File: src/hw/rtl/swl_pkg.sv
// Package: shared constants, types and codes of the sliding-window-log rate limiter.
`default_nettype none

package swl_pkg;

   localparam int FLOWS     = 256;
   localparam int MAX_LIMIT = 16;
   localparam int FLOW_W    = $clog2(FLOWS);
   localparam int SLOT_W    = $clog2(MAX_LIMIT);
   localparam int CNT_W     = $clog2(MAX_LIMIT + 1);
   localparam int LOG_W     = FLOW_W + SLOT_W;
   localparam int TIME_W    = 31;
   localparam int LIMIT_W   = 5;
   localparam int CSR_W     = 31;
   localparam int REQ_W     = 40;
   localparam int RSP_W     = 8;

   localparam logic [LIMIT_W-1:0] MAX_REQUESTS_RST  = LIMIT_W'(3);
   localparam logic [TIME_W-1:0]  WINDOW_LENGTH_RST = TIME_W'(1000);

   typedef enum logic {
      CSR_MAX_REQUESTS  = 1'b0,
      CSR_WINDOW_LENGTH = 1'b1
   } csr_addr_type;

   typedef enum logic [1:0] {
      ST_IDLE,
      ST_LOOKUP,
      ST_CHECK
   } swl_state_type;

   typedef struct packed {
      logic load;
      logic lookup;
      logic pop;
      logic commit;
   } swl_cmd_type;

   typedef struct packed {
      logic expired;
      logic out_free;
   } swl_sts_type;

endpackage

`default_nettype wire

File: src/hw/rtl/swl_ctrl.sv
// Controller: sequences lookup, expiry pops and commit for one request at a time.
`default_nettype none

module swl_ctrl
   import swl_pkg::*;
(
   input  wire logic        clock,
   input  wire logic        reset,
   input  wire logic        req_tvalid,
   output logic             req_tready,
   input  wire swl_sts_type sts,
   output swl_cmd_type      cmd
);

   swl_state_type state_ff;
   swl_state_type state_in;

   always_ff @(posedge clock) begin
      if (reset) begin
         state_ff <= ST_IDLE;
      end else begin
         state_ff <= state_in;
      end
   end

   always_comb begin
      state_in   = state_ff;
      cmd        = '0;
      req_tready = 1'b0;
      unique case (state_ff)
         ST_IDLE: begin
            req_tready = 1'b1;
            if (req_tvalid) begin
               cmd.load = 1'b1;
               state_in = ST_LOOKUP;
            end
         end
         ST_LOOKUP: begin
            cmd.lookup = 1'b1;
            state_in   = ST_CHECK;
         end
         ST_CHECK: begin
            // drop expired entries one per cycle, then decide once the result slot is free
            if (sts.expired) begin
               cmd.pop = 1'b1;
            end else if (sts.out_free) begin
               cmd.commit = 1'b1;
               state_in   = ST_IDLE;
            end
         end
         default: begin
            state_in = ST_IDLE;
         end
      endcase
   end

endmodule

`default_nettype wire

File: config.mk
export PLATFORM = sky130hd
export DESIGN_NAME = swl_ctrl
export DESIGN_NICKNAME = d
export VERILOG_FILES = /design/src/hw/rtl/swl_pkg.sv /design/src/hw/rtl/swl_ctrl.sv
export SDC_FILE = /design/constraint.sdc
export NUM_CORES = 1
export LEC_CHECK = 0
export ABC_AREA = 0
export ABC_CLOCK_PERIOD_IN_PS = 1700
export BUFFER_PORTS_ARGS = -buffer_cell sky130_fd_sc_hd__buf_2
export CAP_MARGIN = 20
export CORE_AREA = 2 2 39 41
export DETAILED_ROUTE_END_ITERATION = 10
export DIE_AREA = 0 0 41 43
export PLACE_DENSITY = 0.36
export SETUP_SLACK_MARGIN = 0.02
export SYNTH_ARGS = -nofsm -noshare
export SYNTH_HDL_FRONTEND = slang
export SYNTH_SLANG_ARGS = --single-unit
export TNS_END_PERCENT = 5
File: constraint.sdc
create_clock -name clock -period 1.7 [get_ports clock]
set_clock_uncertainty 0.15 [all_clocks]
set_input_delay 0.255 -clock clock [delete_from_list [all_inputs] [get_ports clock]]
set_output_delay 0.255 -clock clock [all_outputs]
set_load 0.02 [all_outputs]
==> run summary <==
WP data arrival -> 1.07 ns
CP Max Fanout -> 3
Fmax -> 0.6763 GHz
First-pass GRT wire length -> 572 um
Register area -> 40.04 um2
Die area -> 0.001763 mm2
Row cnt -> 14
Post-Synthesis Cells -> 12
DRT Pass-1 Iters -> 1
Yosys reg bits -> 2
Type of origin of the critical path -> register
Syn. warnings -> 0
Via Count -> 122
Initial antenna violation count -> 0
Setup violators final -> 0
ANT nets after route -> 0
Netlist cell types -> 9
1st-iter DRT viols -> 0
Final setup TNS -> 0 ns
Hold-critical path endpoint -> state_ff[0]
Layout Nets -> 31
RSZ-0062 raised after global routing -> false
Share of layout cells above drive strength 1 -> 62.50%
Gr usage total -> 5.416%
Post-CTS setup buffer count -> 0
Number of flip-flops under the largest register name -> 2
Grt ovf -> 0
Largest net degree at the start of global routing -> 4
GPL Wtd Cong -> 0.6087
CTS Sinks -> 2
Final Slew Violations -> 0
Most frequent cells in the layout -> 9 x buf_2, 3 x nor2b_1, 3 x clkbuf_4
Cts hold-fix bufs -> 0
Final core utilization -> 14.20%
Fill count -> 158
Status -> finished, final reports clean
Crit path time final -> 1.479 ns
WP data required -> 1.29 ns
Crit path launch -> state_ff[1]
Layout area overhead -> 80.46%
Final period utilization -> 86.98%
TritonCTS buffer count -> 3
Area of the multi-input gates -> 68.82 um2
Skew-Pair Late Insertion Delay -> 0.22 ns
DIE WIDTH -> 41 um
Commonest non-fill, non-tap cell in the layout -> buf_2
Largest registers -> state_ff: 2 flops
Hold depth -> 2
Post-cts resize count -> 0
Die Ht -> 43 um
Worst-Margin Slew -> 0.1596 ns
Reg-to-reg slack, setup -> 0.77 ns
Reg2Reg Capture Point -> state_ff[0]
Clk pin slew, worst setup/hold paths -> 0.03 ns
Max Buffers Root-to-Sink -> 2
Power Total -> 0.0001982 W
CTS H-tree depth -> 1
Core box area -> 0.001384 mm2
I/O Pins -> 10
Crit. End Element -> primary output
Top reg by flops -> state_ff
Avg WL per Cell -> 8.200 um
Starting Density -> 7.866%
Final Hold Fails -> 0
Mapped Nets -> 17
CTS tree -> yes
Hold_sp -> reset
Port buffer count -> 9
Reg-to-reg startpoint -> state_ff[0]
Syn_area_per_cell -> 9.071 um2
Root buf cell -> clkbuf_4
Min-Delay Path Class -> in -> reg
Vias per inst -> 3.050
DP HPWL -> 286.5 um
Peak supply drop -> 0.2079 mV
Diode count -> 0
PwrDens -> 1009 mW/mm2
Residual DRC -> 0
Post-synthesis sequential area ratio -> 36.78%
CP Class -> reg -> out
Worst slew margin -> 89.34%
Vias in the first global route -> 152
Max-capacitance violation count -> 0
Mapped Area -> 108.9 um2
Reg2reg path depth -> 3
Drt total wl -> 328 um
Pleak -> 0.09822 nW
area by class of cell:
cell class | count | share of cell area, %
multi-input cells | 10 | 35.03
repair buffers | 9 | 22.93
flip-flops and latches | 2 | 20.38
clock buffers | 3 | 11.46
well taps | 16 | 10.19
worst max-delay path: stages, from the launching register on:
cell and delay [ns]:
dfxtp_1 0.34, nor2b_1 0.20, nor2b_1 0.15, buf_2 0.17
kinds of logic (layout without fill, tap and decap cells):
kind of cell    after synthesis  in the layout  share of synthesized area, %
buf+inv                       0             12                             0
simple gates                  9              9                         58.63
flops                         2              2                         36.78
compound gates                1              1                         4.593
worst max path at each step:
stage	depth (start not counted)	slack, ns	end
after global routing	3	0.08	cmd[0]
final	3	0.22	cmd[0]
after global placement	3	0.47	cmd[0]
after floorplan	2	0.43	cmd[0]
after detailed placement	3	0.43	cmd[0]
after CTS	3	0.19	cmd[0]
through the flow:
step | setup WS [ns] | std cells | area [um2] | hold slack [ns]
final | 0.2213 | 40 | 196.4 | 0.07959
after global routing | 0.07769 | 40 | 196.4 | 0.08131
after CTS | 0.1912 | 40 | 196.4 | 0.07036
after detailed placement | 0.4336 | 37 | 173.9 | 0.3116
after global placement | 0.4712 | 37 | 173.9 | 0.3070
after floorplan | 0.4347 | 12 | 108.9 | 0.1693
power by group:
part | total [W] | internal (W) | switching (W)
clock network | 0.000105 | 0.0000778 | 0.0000269
logic | 0.0000405 | 0.0000186 | 0.0000219
registers | 0.0000530 | 0.0000505 | 0.00000241
synth_stat cells (all sizes together):
| cell type | instances | area share [%] |
|---|---|---|
| nor2 | 2 | 9.2 |
| a21oi | 1 | 4.6 |
| nor2b | 4 | 30 |
| nand2b | 1 | 5.8 |
| and2 | 2 | 14 |
| dfxtp | 2 | 37 |
routing by layer:
| metal | global-route usage, % | wire, um | vias to the layer above |
|---|---|---|---|
| met1 | 6.410 | 120 | 49 |
| met5 | 0 | 0 | - |
| met3 | 3.665 | 89 | 0 |
| met2 | 4.688 | 118 | 10 |
| met4 | 8.000 | 0 | 0 |
| li1 | - | - | 63 |
Power figures use the tool's default switching activity.
